## config.mk

```make
export PLATFORM = sky130hd
export DESIGN_NAME = keypad_calculator_entry_flat
export DESIGN_NICKNAME = d
export VERILOG_FILES = /design/src/design/kce_pkg.sv /design/src/design/kce_key_if.sv /design/src/design/kce_result_if.sv /design/src/design/keypad_calculator_entry.sv /design/src/flat_wrapper.sv
export SDC_FILE = /design/constraint.sdc
export NUM_CORES = 1
export LEC_CHECK = 0
export BUFFER_PORTS_ARGS = -buffer_cell sky130_fd_sc_hd__buf_2
export CORE_AREA = 2 2 212 214
export DETAILED_ROUTE_END_ITERATION = 8
export DIE_AREA = 0 0 214 216
export PLACE_DENSITY = 0.72
export SLEW_MARGIN = 20
export SYNTH_ARGS = -nofsm -noshare
export SYNTH_HDL_FRONTEND = slang
export SYNTH_SLANG_ARGS = --single-unit
```

## constraint.sdc

```tcl
create_clock -name clk -period 15 [get_ports clk]
set_input_delay 1.5 -clock clk [delete_from_list [all_inputs] [get_ports clk]]
set_output_delay 1.5 -clock clk [all_outputs]
set_load 0.01 [all_outputs]
```

## src/design/kce_pkg.sv

```systemverilog
// shared constants for the keypad calculator entry block
package kce_pkg;

  localparam int KEY_WIDTH   = 8;
  localparam int OUT_WIDTH   = 32;
  localparam int FIELD_WIDTH = 2;
  localparam int OP_WIDTH    = 2;

  // key codes
  localparam logic [KEY_WIDTH-1:0] KEY_NONE     = 8'h00;
  localparam logic [KEY_WIDTH-1:0] KEY_BACK     = 8'h08;
  localparam logic [KEY_WIDTH-1:0] KEY_UP       = 8'h18;
  localparam logic [KEY_WIDTH-1:0] KEY_DOWN     = 8'h19;
  localparam logic [KEY_WIDTH-1:0] KEY_RIGHT    = 8'h1a;
  localparam logic [KEY_WIDTH-1:0] KEY_LEFT     = 8'h1b;
  localparam logic [KEY_WIDTH-1:0] KEY_DIGIT_LO = 8'h30;
  localparam logic [KEY_WIDTH-1:0] KEY_DIGIT_HI = 8'h39;

  // selected field
  localparam logic [FIELD_WIDTH-1:0] FIELD_FIRST  = 2'd0;
  localparam logic [FIELD_WIDTH-1:0] FIELD_OP     = 2'd1;
  localparam logic [FIELD_WIDTH-1:0] FIELD_SECOND = 2'd2;

  // operators
  localparam logic [OP_WIDTH-1:0] OP_ADD = 2'd0;
  localparam logic [OP_WIDTH-1:0] OP_SUB = 2'd1;
  localparam logic [OP_WIDTH-1:0] OP_MUL = 2'd2;
  localparam logic [OP_WIDTH-1:0] OP_DIV = 2'd3;

  localparam int DECIMAL_BASE = 10;

endpackage

```

## src/design/kce_key_if.sv

```systemverilog
// key input channel
interface kce_key_if;
  import kce_pkg::*;

  logic                 valid;
  logic                 ready;
  logic [KEY_WIDTH-1:0] key_code;

  modport source (output valid, output key_code, input ready);
  modport sink (input valid, input key_code, output ready);
endinterface

```

## src/design/kce_result_if.sv

```systemverilog
// result output channel
interface kce_result_if;
  import kce_pkg::*;

  logic                          valid;
  logic                          ready;
  logic signed [OUT_WIDTH-1:0]   first_value;
  logic signed [OUT_WIDTH-1:0]   second_value;
  logic        [OP_WIDTH-1:0]    op_select;
  logic        [FIELD_WIDTH-1:0] field_select;
  logic signed [OUT_WIDTH-1:0]   result_value;

  modport source (
    output valid, output first_value, output second_value, output op_select,
    output field_select, output result_value, input ready
  );
  modport sink (
    input valid, input first_value, input second_value, input op_select,
    input field_select, input result_value, output ready
  );
endinterface

```

## src/design/keypad_calculator_entry.sv

```systemverilog
// keypad calculator entry: key decode, operand editing and bit-serial mul/div
//
// Usage: one key code enters on the key channel per transfer; every key gives
// exactly one transfer on the result channel carrying both operands, the
// operator, the selected field and first-op-second (low bits, wrapping).
// Values are DATA_WIDTH bits wide; the 32-bit output fields carry the low
// bits, zero-extended when DATA_WIDTH is below 32.
// Flow: a key that needs only add/sub arithmetic goes from idle through the
// prepare state to finish. A backspace (divide by ten) first runs the shared
// shift-and-add / restoring-divide unit and writes the quotient back to the
// operand, and a multiply or divide result runs the unit again, one quotient
// or product bit per cycle.
// One key is in work at a time; key.ready is high while the block is idle,
// and a key can be taken while the previous result still waits.
// Reset clears both operands, the operator (add) and the selection (first
// operand), and drops any pending result. When the receiver stalls the
// result is held in the output register and the next key finishes its work
// and then waits until that register is free.
module keypad_calculator_entry #(
  parameter int DATA_WIDTH = 32
) (
  input  logic          clk,
  input  logic          rst,
  kce_key_if.sink       key,
  kce_result_if.source  result
);
  import kce_pkg::*;

  localparam int W  = DATA_WIDTH;
  localparam int CW = $clog2(W + 1);

  typedef enum logic [2:0] {
    S_IDLE,
    S_PREP,
    S_RUN,
    S_TAKE,
    S_FINISH
  } state_t;

  state_t                 state;
  logic [W-1:0]           first_op;
  logic [W-1:0]           second_op;
  logic [OP_WIDTH-1:0]    op_sel;
  logic [FIELD_WIDTH-1:0] field_sel;
  logic [W-1:0]           res;

  // shared serial unit
  logic [W-1:0]  ua;
  logic [W-1:0]  ub;
  logic [W-1:0]  rem;
  logic [CW-1:0] cnt;
  logic          is_div;
  logic          neg;
  logic          to_edit;

  // output register
  logic                   out_valid;
  logic [W-1:0]           out_first;
  logic [W-1:0]           out_second;
  logic [OP_WIDTH-1:0]    out_op;
  logic [FIELD_WIDTH-1:0] out_field;
  logic [W-1:0]           out_res;

  logic                   key_xfer;
  logic                   is_digit;
  logic [3:0]             digit;
  logic [W-1:0]           cur_val;
  logic [W-1:0]           edit_val;
  logic                   start_back;
  logic [FIELD_WIDTH-1:0] field_sel_next;
  logic [OP_WIDTH-1:0]    op_sel_next;
  logic                   edit_wr;

  logic [W:0]   trial;
  logic [W:0]   diff;
  logic [W-1:0] take_val;

  assign key_xfer = key.valid && key.ready;
  assign key.ready = (state == S_IDLE);

  assign is_digit = (key.key_code >= KEY_DIGIT_LO) && (key.key_code <= KEY_DIGIT_HI);
  assign digit    = 4'(key.key_code - KEY_DIGIT_LO);
  assign cur_val  = (field_sel == FIELD_FIRST) ? first_op : second_op;

  // key decode
  always_comb begin
    field_sel_next = field_sel;
    op_sel_next    = op_sel;
    edit_val       = cur_val;
    edit_wr        = 1'b0;
    start_back     = 1'b0;
    if (key.key_code == KEY_UP) begin
      if (field_sel != FIELD_FIRST) field_sel_next = field_sel - 1'b1;
    end else if (key.key_code == KEY_DOWN) begin
      if (field_sel != FIELD_SECOND) field_sel_next = field_sel + 1'b1;
    end else if (key.key_code != KEY_NONE) begin
      if (field_sel == FIELD_OP) begin
        if (key.key_code == KEY_LEFT && op_sel != OP_ADD) begin
          op_sel_next = op_sel - 1'b1;
        end else if (key.key_code == KEY_RIGHT && op_sel != OP_DIV) begin
          op_sel_next = op_sel + 1'b1;
        end
      end else begin
        if (is_digit) begin
          edit_val = (cur_val << 3) + (cur_val << 1) + W'(digit);
          edit_wr  = 1'b1;
        end else if (key.key_code == KEY_LEFT || key.key_code == KEY_RIGHT) begin
          edit_val = -cur_val;
          edit_wr  = 1'b1;
        end else if (key.key_code == KEY_BACK) begin
          start_back = 1'b1;
        end
      end
    end
  end

  // one restoring-divide step: remainder shifts in the next dividend bit
  assign trial = {rem, ua[W-1]};
  assign diff  = trial - {1'b0, ub};

  assign take_val = is_div ? (neg ? -ua : ua) : rem;

  always_ff @(posedge clk) begin
    if (rst) begin
      state     <= S_IDLE;
      first_op  <= '0;
      second_op <= '0;
      op_sel    <= OP_ADD;
      field_sel <= FIELD_FIRST;
      out_valid <= 1'b0;
    end else begin
      // finish reloads the output register itself
      if (result.ready && state != S_FINISH) out_valid <= 1'b0;
      case (state)
        S_IDLE: begin
          if (key_xfer) begin
            field_sel <= field_sel_next;
            op_sel    <= op_sel_next;
            if (edit_wr) begin
              if (field_sel == FIELD_FIRST) first_op <= edit_val;
              else second_op <= edit_val;
            end
            if (start_back) begin
              // backspace: truncating divide by ten on magnitudes
              ua      <= cur_val[W-1] ? -cur_val : cur_val;
              ub      <= W'(DECIMAL_BASE);
              rem     <= '0;
              neg     <= cur_val[W-1];
              is_div  <= 1'b1;
              to_edit <= 1'b1;
              cnt     <= '0;
              state   <= S_RUN;
            end else begin
              state <= S_PREP;
            end
          end
        end
        S_PREP: begin
          to_edit <= 1'b0;
          rem     <= '0;
          cnt     <= '0;
          case (op_sel)
            OP_ADD: begin
              res   <= first_op + second_op;
              state <= S_FINISH;
            end
            OP_SUB: begin
              res   <= first_op - second_op;
              state <= S_FINISH;
            end
            OP_MUL: begin
              ua     <= first_op;
              ub     <= second_op;
              is_div <= 1'b0;
              state  <= S_RUN;
            end
            default: begin
              if (second_op == '0) begin
                res   <= '0;
                state <= S_FINISH;
              end else begin
                ua     <= first_op[W-1] ? -first_op : first_op;
                ub     <= second_op[W-1] ? -second_op : second_op;
                neg    <= first_op[W-1] ^ second_op[W-1];
                is_div <= 1'b1;
                state  <= S_RUN;
              end
            end
          endcase
        end
        S_RUN: begin
          if (is_div) begin
            if (!diff[W]) begin
              rem <= diff[W-1:0];
              ua  <= {ua[W-2:0], 1'b1};
            end else begin
              rem <= trial[W-1:0];
              ua  <= {ua[W-2:0], 1'b0};
            end
          end else begin
            // low bits of the product only, lsb of the multiplier first
            if (ub[0]) rem <= rem + ua;
            ua <= ua << 1;
            ub <= ub >> 1;
          end
          cnt <= cnt + 1'b1;
          if (cnt == CW'(W - 1)) state <= S_TAKE;
        end
        S_TAKE: begin
          if (to_edit) begin
            if (field_sel == FIELD_FIRST) first_op <= take_val;
            else second_op <= take_val;
            state <= S_PREP;
          end else begin
            res   <= take_val;
            state <= S_FINISH;
          end
        end
        S_FINISH: begin
          if (!out_valid || result.ready) begin
            out_valid  <= 1'b1;
            out_first  <= first_op;
            out_second <= second_op;
            out_op     <= op_sel;
            out_field  <= field_sel;
            out_res    <= res;
            state      <= S_IDLE;
          end
        end
        default: state <= S_IDLE;
      endcase
    end
  end

  assign result.valid        = out_valid;
  assign result.first_value  = OUT_WIDTH'(out_first);
  assign result.second_value = OUT_WIDTH'(out_second);
  assign result.op_select    = out_op;
  assign result.field_select = out_field;
  assign result.result_value = OUT_WIDTH'(out_res);

`ifndef SYNTHESIS
  a_field_range: assert property (@(posedge clk) disable iff (rst)
    field_sel != 2'd3)
    else $error("selected field out of range");

  a_run_count: assert property (@(posedge clk) disable iff (rst)
    state == S_RUN |-> cnt < CW'(W))
    else $error("serial unit ran past its last step");

  a_accept_leaves_idle: assert property (@(posedge clk) disable iff (rst)
    key_xfer |=> state != S_IDLE)
    else $error("key transfer did not start work");

  a_result_from_finish: assert property (@(posedge clk) disable iff (rst)
    $rose(out_valid) |-> $past(state) == S_FINISH)
    else $error("result appeared outside finish");

  a_edit_only_operand: assert property (@(posedge clk) disable iff (rst)
    state == S_TAKE && to_edit |-> field_sel != FIELD_OP)
    else $error("backspace divide aimed at the operator field");
`endif

endmodule

```

## src/flat_wrapper.sv

```systemverilog
// flat-port wrapper written by rule: the top's interface ports become plain ports
module keypad_calculator_entry_flat import kce_pkg::*;
#(
  parameter int DATA_WIDTH = 32
)
  (clk, rst, key_valid, key_key_code, key_ready, result_valid, result_first_value, result_second_value, result_op_select, result_field_select, result_result_value, result_ready);
  kce_key_if key_i ();
  kce_result_if result_i ();
  input  logic clk;
  input  logic rst;
  input wire logic [$bits(key_i.valid)-1:0] key_valid;
  input wire logic [$bits(key_i.key_code)-1:0] key_key_code;
  output wire logic [$bits(key_i.ready)-1:0] key_ready;
  output wire logic [$bits(result_i.valid)-1:0] result_valid;
  output wire logic [$bits(result_i.first_value)-1:0] result_first_value;
  output wire logic [$bits(result_i.second_value)-1:0] result_second_value;
  output wire logic [$bits(result_i.op_select)-1:0] result_op_select;
  output wire logic [$bits(result_i.field_select)-1:0] result_field_select;
  output wire logic [$bits(result_i.result_value)-1:0] result_result_value;
  input wire logic [$bits(result_i.ready)-1:0] result_ready;
  assign key_i.valid = key_valid;
  assign key_i.key_code = key_key_code;
  assign key_ready = key_i.ready;
  assign result_valid = result_i.valid;
  assign result_first_value = result_i.first_value;
  assign result_second_value = result_i.second_value;
  assign result_op_select = result_i.op_select;
  assign result_field_select = result_i.field_select;
  assign result_result_value = result_i.result_value;
  assign result_i.ready = result_ready;
  keypad_calculator_entry #(.DATA_WIDTH(DATA_WIDTH)) u_core (.clk(clk), .rst(rst), .key(key_i), .result(result_i));
endmodule
```

* Word-level counts from Yosys, hierarchy flattened
Cells that the tools add are included.
Word-level totals: output and inout port bits 102, input port bits 12, word-level logic and storage cells 206, register bits after elaboration 309
Operators by class: add/sub/neg operators 16, eq/ne operators 36, magnitude comparators 2, muxes and demuxes 91, reduce and logical (&&, ||, !) cells 38, bitwise operators 4
Operators with widths (number):
- $mux W32 | 36
- $pmux W32 S3 | 4
- $pmux W32 S2 | 5
- $neg A32 Y32 | 4
- $add A32 B32 Y32 | 3
- $sub A33 B32 Y33 | 1
- $add A32 B4 Y32 | 1
- $eq A8 B5 Y1 const B | 4
- $logic_not A32 Y1 | 1
- $sub A32 B32 Y32 | 1
- $ne A2 B2 Y1 const B | 15
- $reduce_and A6 Y1 | 5
- $mux W1 | 25
- $pmux W6 S3 | 1
- $reduce_bool A2 Y1 | 8
- $mux W3 | 5
- $pmux W3 S5 | 1
- $reduce_and A5 Y1 | 3
- $mux W2 | 7
- $reduce_and A7 Y1 | 2
- $mux W6 | 2
- $eq A8 B4 Y1 const B | 1
- $ge A8 B6 Y1 const B | 1
- $le A8 B6 Y1 const B | 1
- 29 further kinds | 50

* Longest topological paths before layout
depth in word-level cells 13, depth in mapped cells 21, mapped depth without buffers 18

* Worst setup path before layout
No wires, ideal clock.
path type input to register, from input port rst, to register u_core.out_field[0] (netlist: u_core.result.field_select[0]) (enable), arrival time 9.000 ns, setup time 0.702 ns, required time 14.298 ns, stages on the path 2, slack 5.298 ns, buffers on the path 1, cell sequence clkbuf_1 -> nor3b_1
Between the ends: word-level cells in the longest chain between the ends 2
RTL lines:
- from (decl) | RTL line flat_wrapper.sv:10 | input logic rst;
- $not A1 Y1 (no source line)
- $reduce_and A3 Y1 (no source line)
- to (signal assigned) | RTL line keypad_calculator_entry.sv:225 | out_field <= field_sel;
- to (decl) | RTL line keypad_calculator_entry.sv:61 | logic [FIELD_WIDTH-1:0] out_field;
Every way passes these cells. A chain may end at the register's enable or synchronous reset.

* Worst setup path in the final report
from register u_core.second_op[0], to register u_core.res[31] (data pin)
Between the ends: word-level cells in the longest chain between the ends 3, elaborated cells between the ends (all ways) 4, those cells by class 2 x add/sub; 2 x mux
RTL lines:
- from (decl) | RTL line keypad_calculator_entry.sv:42 | logic [W-1:0] second_op;
- from (signal assigned) | RTL line keypad_calculator_entry.sv:141 | else second_op <= edit_val;
- from (signal assigned) | RTL line keypad_calculator_entry.sv:212 | else second_op <= take_val;
- $sub A32 B32 Y32 / $add A32 B32 Y32 (equally long branches) | RTL line keypad_calculator_entry.sv:168, keypad_calculator_entry.sv:164
- $pmux W32 S3 * | RTL line keypad_calculator_entry.sv:162 | case (op_sel)
- $pmux W32 S2 * | RTL line keypad_calculator_entry.sv:134 | case (state)
- to (signal assigned) | RTL line keypad_calculator_entry.sv:164 | res <= first_op + second_op;
- to (signal assigned) | RTL line keypad_calculator_entry.sv:168 | res <= first_op - second_op;
- to (signal assigned) | RTL line keypad_calculator_entry.sv:215 | res <= take_val;
- to (decl) | RTL line keypad_calculator_entry.sv:45 | logic [W-1:0] res;
Mark *: on every way between the ends. The rest lies on a longest branch, timed or not.

==> impl_metrics.json <==
{
  "pwr-share-seq_pct": 40.4,
  "ys_seq_area_share_pct": 35.9,
  "status": "complete, no violations",
  "switching_share_pct": 30.1,
  "avgViaCountPerCell": 6.57,
  "grt_pass1_vias": 20150,
  "cts-hold-fix-buffers": 0,
  "post-route-min-period_ns": 5.39,
  "drv_slew": 0,
  "crit_cells": 18,
  "p_comb_share_pct": 21.4,
  "critPathLaunch": "u_core.second_op[0]",
  "routed_wl_microns": 85900,
  "hp-start": "u_core.res[20]",
  "clockPowerShare_pct": 38.2,
  "crit_type": "reg -> reg",
  "cts_resized": 0,
  "grt_use_total_pct": 36.4,
  "h-tree-depth": 2,
  "hold_viol_final": 0,
  "cts.sinks": 309,
  "path_cells": "inv_1 > ha_1 > nand3b_1 > or3_1 > nor3b_1 > a21oi_1 > xnor2_1 > ha_1 > a21o_1 > a21o_1 > a21oi_1 > o21ai_0 > or3_1 > nor3_1 > o21ai_0 > a31oi_1 > xnor2_1 > a21o_1",
  "cts_tree": "built",
  "r2r_end": "u_core.res[31]",
  "initial_core_util_pct": 54.3,
  "crit_buf_inv": 1,
  "die_h_microns": 216,
  "clk_latency_ns": 0.58,
  "fillerInstances": 3891,
  "place_hpwl_microns": 65800,
  "grt_start_max_net_pins": 91,
  "vdd_drop_max_uv": 68.7,
  "cts_buffer_depth": 3,
  "power_w": 0.00246,
  "skew_ns": 0.0217,
  "p_switching_w": 0.000741,
  "power-per-cell-area_nw_per_um2": 94.3,
  "synth_edf_count": 237,
  "critPathTopFamily": "simple AND/OR/NAND/NOR gates",
  "cpPeakStageDelay_ns": 0.62,
  "r2r-start": "u_core.second_op[0]",
  "ys_ff_latch": 309,
  "antenna_found_initial": 5,
  "crit_path_end": "u_core.res[31]",
  "drtIter0Drc": 2492,
  "tightest_slew_ns": 1.28,
  "grt_pass1_wl_microns": 127000,
  "worst-r2r-cell-count": 18,
  "final_cell_count_no_fill": 3333,
  "dp.cells": 3264,
  "power_leakage_nw": 10.5,
  "finalSetupTns_ns": 0,
  "post_cts_buffers": 0,
  "vias": 21891,
  "yosysWarningCount": 0,
  "gp_congestion": 1.01,
  "syn_nets": 2858,
  "portBuffers": 113,
  "syn2layout_area_growth_pct": 9.57,
  "netlist_area_sq_um": 23800,
  "dr.pass1.iters": 6,
  "setup_viol": 0,
  "rsz0062_at_grt": "false",
  "max_clock_freq_mhz": 186,
  "drive_gt1_share_pct": 10.6,
  "slew_headroom_pct": 14.1,
  "avgSynthCellArea_sq_um": 8.91,
  "rows": 77,
  "die_x_microns": 214,
  "drv_cap": 0,
  "yosysUniqueCellTypes": 102,
  "clk_pin_slew_ns": 0.05,
  "gr-total-overflow": 0,
  "post-route-drc-count": 0,
  "root_buffer": "clkbuf_16",
  "netlist_instances": 2674,
  "cts-buffers-inserted": 36,
  "p_int_w": 0.00172,
  "fin_nets": 2894,
  "critPathLaunchType": "flip-flop",
  "hold_class": "reg -> reg",
  "cpMaxStageDelayCell": "nor3b_1",
  "rrSetupSlack_ns": 9.61,
  "crit_arrival_ns": 5.71,
  "ios": 114,
  "antenna_left": 0,
  "ys.flop_type": "edfxtp_1",
  "routedWlPerCell_microns": 25.8,
  "cp_common_cell": "a21o_1",
  "cp.required_ns": 15.32,
  "dieArea_sq_um": 46200,
  "period_share_pct": 35.9,
  "endpoint_kind": "flip-flop",
  "path_max_fanout": 7,
  "core-area_sq_um": 43800,
  "async_flop_share_pct": 0
}
==> cell families (layout without fill, tap and decap cells) <==
group,count (synthesis),after routing,share of synthesized area (%)
compound gates,825,825,22.7
simple gates,790,790,15.7
xor+xnor,258,258,9.52
mux,54,54,2.48
fa+ha+maj,172,172,9.19
flops,309,309,35.9
buf+inv,266,329,4.53
other cells,0,4,0
==> how the worst min path moves through the flow <==
stage / end / depth (start not counted)
floorplan: u_core.result.result_value[0] / 0
global placement: u_core.result.result_value[31] / 0
detailed placement: u_core.result.result_value[13] / 0
CTS: u_core.result.result_value[20] / 0
global route: u_core.result.result_value[13] / 0
finish: u_core.result.result_value[20] / 0
==> layer usage <==
metal | routed length, microns | vias up | global-route usage, %
met5 | 46 | - | 0
met2 | 35900 | 1246 | 53.7
li1 | - | 9936 | -
met3 | 9750 | 231 | 8.75
met4 | 4930 | 8 | 19.2
met1 | 35300 | 10470 | 49.6
==> final cells by class <==
cell class                 count  area (sq um)  area share [%]
timing repair buffer         151           871            3.34
clock buffer                  48          1030            3.94
clock inverter                17           214           0.820
inverter                     113           424            1.62
sequential                   309          8560            32.8
antenna                        4          10.0          0.0383
tap                          592           741            2.84
multi-input combinational   2099         14300            54.6
==> power groups by stage <==
stage / Sequential (W) / Clock [W] / Combinational, W
floorplan: 0.00100 / 0 / 0.000382
global placement: 0.00101 / 0 / 0.000507
detailed placement: 0.00101 / 0 / 0.000514
CTS: 0.000993 / 0.000946 / 0.000517
global route: 0.000996 / 0.000976 / 0.000576
finish: 0.000994 / 0.000941 / 0.000528
==> cells in the final DEF, fill, tap and decap left out, drive strengths merged, types with 77 or more instances in the layout <==
cell type,count
a211oi,78
a21oi,217
buf,151
edfxtp,237
ha,167
inv,114
nand2,193
nor2,318
o21ai,158
xnor2,181
xor2,77
==> through the flow <==
stage	area, sq um	util, %	hold slack [ns]	setup slack (ns)
floorplan	23800	-	0.400	5.30
finish	26100	59.6	0.417	9.61
detailed placement	24800	56.7	0.405	9.78
CTS	26100	59.5	0.418	9.76
global placement	24800	56.6	0.401	9.86
global route	26100	59.5	0.423	9.33
==> cells in the mapped netlist, types with 11 or more instances <==
cell type / number / area share (%)
a211oi_1: 74 / 2.3
a21o_1: 66 / 2.1
a21oi_1: 214 / 4.5
a22oi_1: 18 / 0.57
a31oi_1: 29 / 0.76
and3_1: 12 / 0.32
buf_2: 21 / 0.44
clkbuf_1: 113 / 1.8
dfxtp_1: 72 / 6.1
edfxtp_1: 237 / 30
ha_1: 167 / 8.8
inv_1: 111 / 1.7
mux2i_1: 39 / 1.6
nand2_1: 192 / 3.0
nand2b_1: 29 / 0.76
nand3_1: 37 / 0.78
nor2_1: 317 / 5.0
nor2b_1: 18 / 0.47
nor3_1: 59 / 1.2
nor4_1: 11 / 0.29
o211ai_1: 12 / 0.38
o21a_1: 21 / 0.66
o21ai_0: 143 / 3.0
o21ai_1: 14 / 0.29
o21bai_1: 16 / 0.50
o221ai_1: 20 / 0.74
o22ai_1: 68 / 1.8
o31ai_1: 18 / 0.57
o41ai_1: 13 / 0.48
or3_1: 27 / 0.71
or4_1: 12 / 0.38
xnor2_1: 180 / 6.6
xor2_1: 77 / 2.8
==> registers in the layout (all words and copies together), names as in the netlist, 32 cells and up <==
| name | count |
|---|---|
| u_core.result.second_value | 32 |
| u_core.ua | 32 |
| u_core.rem | 32 |
| u_core.ub | 32 |
| u_core.first_op | 32 |
| u_core.second_op | 32 |
| u_core.result.result_value | 32 |
| u_core.result.first_value | 32 |
| u_core.res | 32 |
Power figures use the tool's default switching activity.
